### config.mk
export PLATFORM = sky130hd
export DESIGN_NAME = fli_divider
export DESIGN_NICKNAME = d
export VERILOG_FILES = /design/src/sv/fli_pkg.sv /design/src/sv/fli_divider.sv
export SDC_FILE = /design/constraint.sdc
export NUM_CORES = 1
export LEC_CHECK = 0
export ABC_AREA = 1
export BUFFER_PORTS_ARGS = -buffer_cell sky130_fd_sc_hd__buf_2
export CAP_MARGIN = 20
export CORE_ASPECT_RATIO = 0.5
export CORE_UTILIZATION = 55
export DETAILED_ROUTE_END_ITERATION = 6
export PLACE_DENSITY_LB_ADDON = 0.08
export SYNTH_ARGS = -nofsm -noshare
export SYNTH_HDL_FRONTEND = slang
export SYNTH_SLANG_ARGS = --single-unit
### constraint.sdc
create_clock -name i_clk -period 2.2 [get_ports i_clk]
set_input_delay 0.33 -clock i_clk [delete_from_list [all_inputs] [get_ports i_clk]]
set_output_delay 0.33 -clock i_clk [all_outputs]
set_load 0.005 [all_outputs]
### src/sv/fli_pkg.sv
// Shared types and codes for the flux linkage interpolator.
// No dependencies.
`default_nettype none
package fli_pkg;

    localparam int Q16_FRAC = 16;
    localparam int T_W      = Q16_FRAC + 1;

    typedef enum logic [1:0] {
        ST_INTERP = 2'd0,
        ST_LOW    = 2'd1,
        ST_HIGH   = 2'd2,
        ST_NONE   = 2'd3
    } t_status;

    typedef enum logic [2:0] {
        S_IDLE,
        S_SEARCH,
        S_SETUP,
        S_DIV,
        S_MUL,
        S_ADD,
        S_OUT
    } t_state;

    // Control part of the search token that walks the cell chain.
    typedef struct packed {
        logic    vld;
        logic    found;
        logic    axis;
        t_status status;
    } t_tok;

endpackage
`default_nettype wire

### src/sv/fli_divider.sv
// Restoring divider for the Q16 interpolation fraction, one bit a cycle.
// Requires numerator below denominator. Depends on fli_pkg.
`default_nettype none
module fli_divider #(
    parameter int SW = 16
) (
    input  wire                      i_clk,
    input  wire                      i_rst_n,
    input  wire                      i_start,
    input  wire  [SW:0]              i_num,
    input  wire  [SW:0]              i_den,
    output logic                     o_done,
    output logic [fli_pkg::T_W-1:0]  o_quot
);
    import fli_pkg::*;

    localparam int CW = $clog2(Q16_FRAC + 1);

    logic [SW:0]         r_rem, r_den;
    logic [Q16_FRAC-1:0] r_quot;
    logic [CW-1:0]       r_cnt;
    logic                r_busy, r_done;
    logic [SW+1:0]       sh;
    logic                ge;

    assign sh = {r_rem, 1'b0};
    assign ge = sh >= {1'b0, r_den};

    always_ff @(posedge i_clk) begin
        if (!i_rst_n) begin
            r_busy <= 1'b0;
            r_done <= 1'b0;
            r_cnt  <= '0;
        end else begin
            r_done <= 1'b0;
            if (i_start) begin
                r_busy <= 1'b1;
                r_cnt  <= CW'(Q16_FRAC);
            end else if (r_busy) begin
                r_cnt <= r_cnt - 1'b1;
                if (r_cnt == CW'(1)) begin
                    r_busy <= 1'b0;
                    r_done <= 1'b1;
                end
            end
        end
        if (i_start) begin
            r_rem <= i_num;
            r_den <= i_den;
        end else if (r_busy) begin
            r_rem  <= ge ? (sh[SW:0] - r_den) : sh[SW:0];
            r_quot <= {r_quot[Q16_FRAC-2:0], ge};
        end
    end

    assign o_done = r_done;
    assign o_quot = {1'b0, r_quot};

endmodule
`default_nettype wire

==> metrics.txt <==
Layout area overhead 26.3%; Post-layout nets about 580; Inserted Clock Buffers 9; total track usage between 20% and 30%; critical path launch point type register; Chip Width between 100 and 150 um; final hold viol count 0; ys async rst share 0%; global-route wire length before repair around 13 mm; minimum clock period between 2 and 2.5 ns; pwr dens around 930 mW/mm2; Int Pwr 2770 uW; # clock sinks 57; CTS H-tree depth 3; fin crit share 95.7%; largest net degree at the start of global routing 38; grt met2 use a little over a third; io pins 55; crit-path max FO 7; max_cap viols 0; mux contribution to synthesized area 0%; WS Path Type reg2reg; initial antenna violation count 0; Netlist cell types 40; Main synth FF type edfxtp_1; GR Util met3 7.35%; Worst-path clk slew about 0.050 ns; Max Transition Viols Final 0; First DRT Iteration DRCs 198; Post-Layout Cell Count 610; drt via density between 5 and 6; LEAKAGE roughly 0.0023 uW; largest family of logic cells by synthesized area simple AND/OR/NAND/NOR gates; yosys warns 0; register area share after synthesis approximately 45%; register area approximately 0.0016 mm2; fill cell count just over 500; xor/xnor share of the synthesized area roughly 1.9%; Post-Syn Instances 436; Comb pwr share ~40%; post-synth net total about 490; RePlAce Congestion 0.928; met1 usage between 30% and 40%; post-detail-place hpwl around 5.8 mm; DR pass1 iterations 6; syn avg cell area roughly 8.4 um2; grt peak-use layer met2; Routed WL per cell 13.8 um; max frequency roughly 470 MHz; final setup vio count 0; Clock Skew roughly 0.008 ns; Clock Latency Late Sink approximately 0.33 ns; multi-input logic area ~0.0018 mm2; Max Root-Sink Buffers 2; root buf cell clkbuf_16; die span in y between 50 and 60 um; DRT antenna net count 0; Arr. time, crit path 2.19 ns; vias in the first global route around 2,700; placed cell count roughly 590; final hold slack between 0.15 and 0.2 ns; Seq pwr share between 30 and 40%; row count 20; #FFs+latches synth 57; total global routing overflow 0; share of layout cells above drive strength 1 a little under a third; vias ~3,000; result of the run finished clean; clock share of power 27.8%; Synth Area in Simple Gates about 34%; Critical Path End Type register; input/output buffers between 50 and 60; drc violations 0; initial core utilization roughly three fifths; EDFF count, synth 50; synthesized area 0.00367 mm2; n_diodes 0; core area between 0.006 and 0.007 mm2; Post-Synth Adder-Cell Area under 10%; maximum VDD drop ~750 uV; post-synthesis compound-gate area fraction 2.42%; CTS tree yes; Sw Share a little over a third; drt total wl around 8.4 mm; DIE AREA roughly 0.0070 mm2; Tot Pwr between 4000 and 5000 uW; hold crit path type in2reg; Worst EP required 2.29 ns; NetSw ~1500 uW
==> area by class of cell <==
cell class	instances	area share [%]
Multi-Input combinational cell	293	39.9
Sequential cell	57	35.4
Timing Repair Buffer	76	10.3
Inverter	81	6.57
Clock buffer	10	4.94
Tap cell	88	2.38
Clock inverter	5	0.513
==> power by group through the flow <==
| stage | logic, uW | clock network [uW] | registers [uW] |
|---|---|---|---|
| finish | 1700 | 1190 | 1400 |
| floorplan | 1140 | 0 | 1390 |
| global placement | 1500 | 0 | 1400 |
| detailed placement | 1520 | 0 | 1400 |
| CTS | 1530 | 1210 | 1380 |
| global route | 1890 | 1260 | 1420 |
==> Yosys cell counts (2+ instances only) <==
library cell	count	area, um2
edfxtp_1	50	1500
nand3_2	11	110
nand3b_1	4	30.0
nand2_2	16	100
nand3_1	32	160
a21oi_1	10	50.1
nand2_1	133	499
dfxtp_1	7	140
nor2_2	3	18.8
buf_2	2	10.0
nor2_4	2	22.5
inv_2	11	41.3
xnor2_1	5	43.8
nor2_1	21	78.8
nand4_1	5	31.3
buf_6	2	22.5
nand3b_2	7	78.8
clkbuf_1	2	7.51
xor2_1	3	26.3
or2_2	2	12.5
ha_1	19	238
inv_1	70	263
o21ai_0	2	10.0
==> through the flow <==
stage                     setup TNS, ns  setup slack [ns]  instance area (um2)  utilization [%]
final                                 0            0.0945                 4630             74.0
after global routing            -0.0399           -0.0233                 4630             74.0
after CTS                             0           0.00504                 4400             70.3
after detailed placement              0            0.0122                 4150             66.3
after global placement                0            0.0608                 4150             66.3
after floorplan                       0             0.270                 3670                -
==> layout by cell type (no fill, tap or decap), drive strengths merged <==
cell type / n
a211oi: 1
a21oi: 10
a31oi: 1
and2: 1
and3: 1
buf: 76
clkbuf: 10
clkinv: 5
conb: 1
dfxtp: 7
edfxtp: 50
fa: 1
ha: 19
inv: 81
nand2: 154
nand3: 43
nand3b: 11
nand4: 5
nor2: 27
nor3: 2
nor4: 1
o211ai: 1
o21ai: 2
o21bai: 1
or2: 3
xnor2: 5
xor2: 3
==> critical path: stages, from the launching register on <==
cell	delay, ns
edfxtp_1	0.44
ha_4	0.31
inv_2	0.05
nor2_4	0.11
nand2_2	0.09
nor3_4	0.33
nand2_8	0.17
nand2_8	0.13
nand3_1	0.09
nand2_1	0.08
nand2_1	0.05
==> worst paths after layout <==
path / slack [ns] / to / cells past startpoint / startpoint
hold reg to reg: 0.44 / r_quot[5]$_DFFE_PP_ / 0 / r_quot[4]$_DFFE_PP_
setup / recovery: 0.09 / r_rem[15]$_DFFE_PP_ / 10 / r_rem[15]$_DFFE_PP_
setup reg to reg: 0.09 / r_rem[15]$_DFFE_PP_ / 10 / r_rem[15]$_DFFE_PP_
hold / removal: 0.17 / r_den[9]$_DFFE_PP_ / 1 / i_den[9]
==> routing by layer <==
layer,up-vias,wire (um)
met4,0,109
li1,1554,-
met5,-,0
met1,1400,4070
met2,109,3550
met3,12,662
==> flip-flops by register name, summed over array words and instances (netlist names) <==
register	cells
o_done	1
r_busy	1
r_cnt	5
r_den	17
r_quot	16
r_rem	17
==> kinds of logic (layout without fill, tap and decap cells) <==
family                     Yosys count  after routing
and+or+nand+nor                    245            248
buffers and inverters               89            172
DFF                                 57             57
adders and majority gates           20             20
AOI/OAI and AO/OA                   16             16
xor gates and xnor gates             8              8
other                                1              1
==> what timing repair did <==
item,4_1_cts,5_1_grt
pin swaps,1,4
setup endpoints to repair,1,17
buffers inserted,0,5
resized for setup,0,21
gates cloned,0,3
hold buffers,0,0
(Power assumes the default switching activity.)
