===== config.mk =====
export PLATFORM = sky130hd
export DESIGN_NAME = fli_cell
export DESIGN_NICKNAME = d
export VERILOG_FILES = /design/src/sv/fli_pkg.sv /design/src/sv/fli_cell.sv
export SDC_FILE = /design/constraint.sdc
export NUM_CORES = 1
export LEC_CHECK = 0
export BUFFER_PORTS_ARGS = -buffer_cell sky130_fd_sc_hd__buf_2
export CAP_MARGIN = 30
export CELL_PAD_IN_SITES_DETAIL_PLACEMENT = 1
export CELL_PAD_IN_SITES_GLOBAL_PLACEMENT = 1
export CORE_MARGIN = 2
export CORE_UTILIZATION = 33
export DETAILED_ROUTE_END_ITERATION = 8
export GPL_TIMING_DRIVEN = 0
export PLACE_DENSITY_LB_ADDON = 0.15
export SYNTH_ARGS = -nofsm -noshare
export SYNTH_HDL_FRONTEND = slang
export SYNTH_SLANG_ARGS = --single-unit

===== constraint.sdc =====
create_clock -name i_clk -period 3.4 [get_ports i_clk]
set_input_delay 0.51 -clock i_clk [delete_from_list [all_inputs] [get_ports i_clk]]
set_output_delay 0.51 -clock i_clk [all_outputs]
set_load 0.05 [all_outputs]

===== src/sv/fli_pkg.sv =====
// Shared types and codes for the flux linkage interpolator.
// No dependencies.
`default_nettype none
package fli_pkg;

    localparam int Q16_FRAC = 16;
    localparam int T_W      = Q16_FRAC + 1;

    typedef enum logic [1:0] {
        ST_INTERP = 2'd0,
        ST_LOW    = 2'd1,
        ST_HIGH   = 2'd2,
        ST_NONE   = 2'd3
    } t_status;

    typedef enum logic [2:0] {
        S_IDLE,
        S_SEARCH,
        S_SETUP,
        S_DIV,
        S_MUL,
        S_ADD,
        S_OUT
    } t_state;

    // Control part of the search token that walks the cell chain.
    typedef struct packed {
        logic    vld;
        logic    found;
        logic    axis;
        t_status status;
    } t_tok;

endpackage
`default_nettype wire


===== src/sv/fli_cell.sv =====
// One table cell: holds one q and one d breakpoint/flux pair and tests the
// passing search token against the interval ending at its own breakpoint.
// Depends on fli_pkg.
`default_nettype none
module fli_cell #(
    parameter int SW      = 16,
    parameter bit IS_HEAD = 1'b0,
    parameter bit IS_TAIL = 1'b0
) (
    input  wire                 i_clk,
    input  wire                 i_rst_n,
    input  wire                 i_wr,
    input  wire                 i_wr_axis,
    input  wire  signed [SW-1:0] i_wr_bp,
    input  wire  signed [SW-1:0] i_wr_fx,
    input  fli_pkg::t_tok       i_tok,
    input  wire  signed [SW-1:0] i_x,
    input  wire  signed [SW-1:0] i_prev_bp,
    input  wire  signed [SW-1:0] i_prev_fx,
    input  wire  signed [SW-1:0] i_lo_bp,
    input  wire  signed [SW-1:0] i_lo_fx,
    input  wire  signed [SW-1:0] i_hi_bp,
    input  wire  signed [SW-1:0] i_hi_fx,
    output fli_pkg::t_tok       o_tok,
    output logic signed [SW-1:0] o_x,
    output logic signed [SW-1:0] o_prev_bp,
    output logic signed [SW-1:0] o_prev_fx,
    output logic signed [SW-1:0] o_lo_bp,
    output logic signed [SW-1:0] o_lo_fx,
    output logic signed [SW-1:0] o_hi_bp,
    output logic signed [SW-1:0] o_hi_fx
);
    import fli_pkg::*;

    logic signed [SW-1:0] r_bp_q, r_fx_q, r_bp_d, r_fx_d;
    logic signed [SW-1:0] bp, fx;
    t_tok                 n_tok;
    logic signed [SW-1:0] n_lo_bp, n_lo_fx, n_hi_bp, n_hi_fx;

    always_ff @(posedge i_clk) begin
        if (i_wr && !i_wr_axis) begin
            r_bp_q <= i_wr_bp;
            r_fx_q <= i_wr_fx;
        end
        if (i_wr && i_wr_axis) begin
            r_bp_d <= i_wr_bp;
            r_fx_d <= i_wr_fx;
        end
    end

    assign bp = i_tok.axis ? r_bp_d : r_bp_q;
    assign fx = i_tok.axis ? r_fx_d : r_fx_q;

    always_comb begin
        n_tok   = i_tok;
        n_lo_bp = i_lo_bp;
        n_lo_fx = i_lo_fx;
        n_hi_bp = i_hi_bp;
        n_hi_fx = i_hi_fx;
        if (IS_HEAD) begin
            if (i_x <= bp) begin
                n_tok.found  = 1'b1;
                n_tok.status = ST_LOW;
                n_lo_fx      = fx;
            end
        end else if (!i_tok.found && i_x >= i_prev_bp && i_x <= bp) begin
            n_tok.found  = 1'b1;
            n_tok.status = ST_INTERP;
            n_lo_bp      = i_prev_bp;
            n_lo_fx      = i_prev_fx;
            n_hi_bp      = bp;
            n_hi_fx      = fx;
        end
        // high clamp outranks any interval found earlier
        if (IS_TAIL && i_tok.status != ST_LOW && i_x >= bp) begin
            n_tok.found  = 1'b1;
            n_tok.status = ST_HIGH;
            n_lo_fx      = fx;
        end
    end

    always_ff @(posedge i_clk) begin
        if (!i_rst_n) begin
            o_tok.vld <= 1'b0;
        end else begin
            o_tok.vld <= i_tok.vld;
        end
        o_tok.found  <= n_tok.found;
        o_tok.axis   <= n_tok.axis;
        o_tok.status <= n_tok.status;
        o_x          <= i_x;
        o_prev_bp    <= bp;
        o_prev_fx    <= fx;
        o_lo_bp      <= n_lo_bp;
        o_lo_fx      <= n_lo_fx;
        o_hi_bp      <= n_hi_bp;
        o_hi_fx      <= n_hi_fx;
    end

endmodule
`default_nettype wire


==> out/metrics.yaml <==
die_y_um: 142
synth_nets: 596
fin_crit_ps: 3040
yosys.area.top_type: "dfxtp_1"
slew_headroom: 0.448
cp_slowest_cell: "mux2_2"
leakage_nw: 3.93
grt_overflow_total: 0
cpPeakStageDelay_ps: 370
slew_viol_final: 0
syn-instance-count: 411
place.gp.congestion: 0.696
rsz0062_at_grt: "no"
area_growth_pct: 37.2
ios: 270
cp_max_fo: 10
status: "finished clean"
startpoint_type: "primary input"
clock.fmax_mhz: 328
place.detailed.hpwl_um: 12200
stdcell_count: 947
hold_viol: 0
synth_seq_cells: 181
dieArea_um2: 20200
yosysUniqueCellTypes: 35
cts.path.max_buffers: 2
antenna_found_initial: 1
grt_start_max_net_pins: 33
finalWorstSetupSlack_ps: 355
grt_pass1_wl_um: 23700
pre_cts_slack_ps: -869
netlist_area_um2: 6300
dr_wl_met3_um: 1240
drive_gt1_frac: 0.543
routedWlPerCell_um: 16.7
port_buffers: 269
critPathKind: "in2reg"
avgViaCountPerCell: 4.44
maxCapViolCount: 0
setup_viol: 0
power_frac_seq: 0.441
r2r_setup_slack_ps: 500
drt-initial-drc-count: 76
cpMostUsedCell: "buf_6"
grt_usage: 0.154
top_layer: "met5"
dr_wl_met2_um: 7960
tightest_slew_ps: 829
swShare: 0.297
power_frac_comb: 0.184
clockPowerShare: 0.376
drtPass1Iterations: 4
fin_nets: 885
numCtsBuffers: 17
routed_wl_um: 15800
num_antenna_cells: 0
internal_power_mw: 3.93
cp_cell_sequence: "buf_2 > buf_6 > mux2_2 > inv_1 > ha_1 > nor2b_1 > o211a_1 > o21ai_0 > o211ai_1 > a211oi_4 > buf_6 > buf_6 > mux2_1"
num_rows: 50
ys_seq_area_frac: 0.677
cts_hold_buf: 0
cts_tree: "yes"
holdWs_ps: 202
drc: 0
placed_cells: 915
skew_ps: 9.43
crit_buf_inv: 5
clock_latency_ps: 420
crit_family: "compound AO/OA/AOI/OAI gates"
critPathCaptureType: "flop"
wirelength_met1_um: 6440
synth_flop_cell: "dfxtp_1"
async_flop_share: 0
max-vdd-ir-drop_v: 0.000328
synth_top_area_frac: 0.372
fin_crit_sh: 0.895
core_um2: 18700
clk_pin_slew_ps: 70
die_x_um: 142
avgSynthCellArea_um2: 15.3
clock-sinks: 181
switching_power_mw: 1.66
ant_nets: 0
final.setup.tns_ps: 0
power_mw: 5.59
initial_core_util: 0.337
cts_root_buf: "clkbuf_16"
critical_path_required_ps: 3710
grt_pass1_vias: 4627
synth_edf_count: 64
power_density_nw_per_um2: 647
yosys_warnings: 0
hold_class: "in2reg"
num_vias: 4203
synth_top_cells_by_area: "dfxtp_1 (37%), edfxtp_1 (30%), mux2_2 (12%), ha_1 (6.4%), mux2_1 (4.8%)"
arrival_ps: 3350
htreeDepth: 4
final timing paths:
kind / startpoint / endpoint / cells past startpoint
min: i_x[0] / o_x[0] / 1
max reg2reg: r_bp_d[15] / o_lo_fx[7] / 10
min reg2reg: r_fx_d[2] / o_prev_fx[2] / 1
max: i_tok[2] / o_lo_fx[7] / 13
cells in the mapped netlist (all sizes together) (2+ instances only):
cell type	instances
edfxtp	64
nand2	7
o21ai	4
buf	10
mux2	96
nand4	7
ha	32
inv	32
a21oi	11
nor2	3
dfxtp	117
a21o	2
and2	3
nor2b	6
cell usage in the layout, fill, tap and decap left out, types with 5 or more instances in the layout:
cell       count
mux2_2        69
a21oi_1       11
buf_6          5
nor2b_1        5
buf_4          5
nand2_1        7
edfxtp_1      64
dfxtp_1      117
buf_2        270
inv_1         32
mux2_1        27
nand4_1        7
clkbuf_16     17
ha_1          32
cells by family after synthesis:
kind of cell / count (synthesis) / synth area share
flops: 181 / 0.677
mux: 96 / 0.172
buf+inv: 43 / 0.0322
fa+ha+maj: 32 / 0.0635
simple gates: 32 / 0.0280
compound gates: 27 / 0.0282
metal layers:
| metal | global-route usage | vias up |
|---|---|---|
| li1 | - | 2048 |
| met1 | 0.176 | 1984 |
| met4 | 0.0474 | 2 |
| met5 | 0 | - |
| met3 | 0.0559 | 9 |
| met2 | 0.270 | 160 |
cell type report:
cell class	count	area, um2
timing repair buffer	271	1380
multi-input combinational	187	1860
tap	234	293
clock inverter	15	214
buffer	10	91.3
inverter	32	120
fill	1990	10100
sequential	181	4260
clock buffer	17	425
what timing repair did:
| action | 4_1_cts | 5_1_grt |
|---|---|---|
| gates cloned | 0 | 0 |
| endpoints found under the setup margin | 67 | 33 |
| pin swaps | 1 | 0 |
| gates resized for setup | 7 | 1 |
| setup buffers | 1 | 0 |
| endpoints found under the hold margin | 0 | 0 |
power by group through the flow:
| stage | logic, mW | registers, mW | clock network (mW) |
|---|---|---|---|
| floorplan | 0.257 | 2.97 | 0 |
| global placement | 1.01 | 2.51 | 0 |
| detailed placement | 1.03 | 2.51 | 0 |
| CTS | 1.04 | 2.47 | 2.17 |
| global route | 1.09 | 2.48 | 2.26 |
| finish | 1.03 | 2.46 | 2.10 |
metrics by stage:
stage / instance area, um2 / utilization
after floorplan: 6300 / -
after global placement: 7940 / 0.425
after detailed placement: 7980 / 0.426
after CTS: 8650 / 0.462
after global routing: 8650 / 0.462
final: 8650 / 0.462
Power figures use the tool's default switching activity.
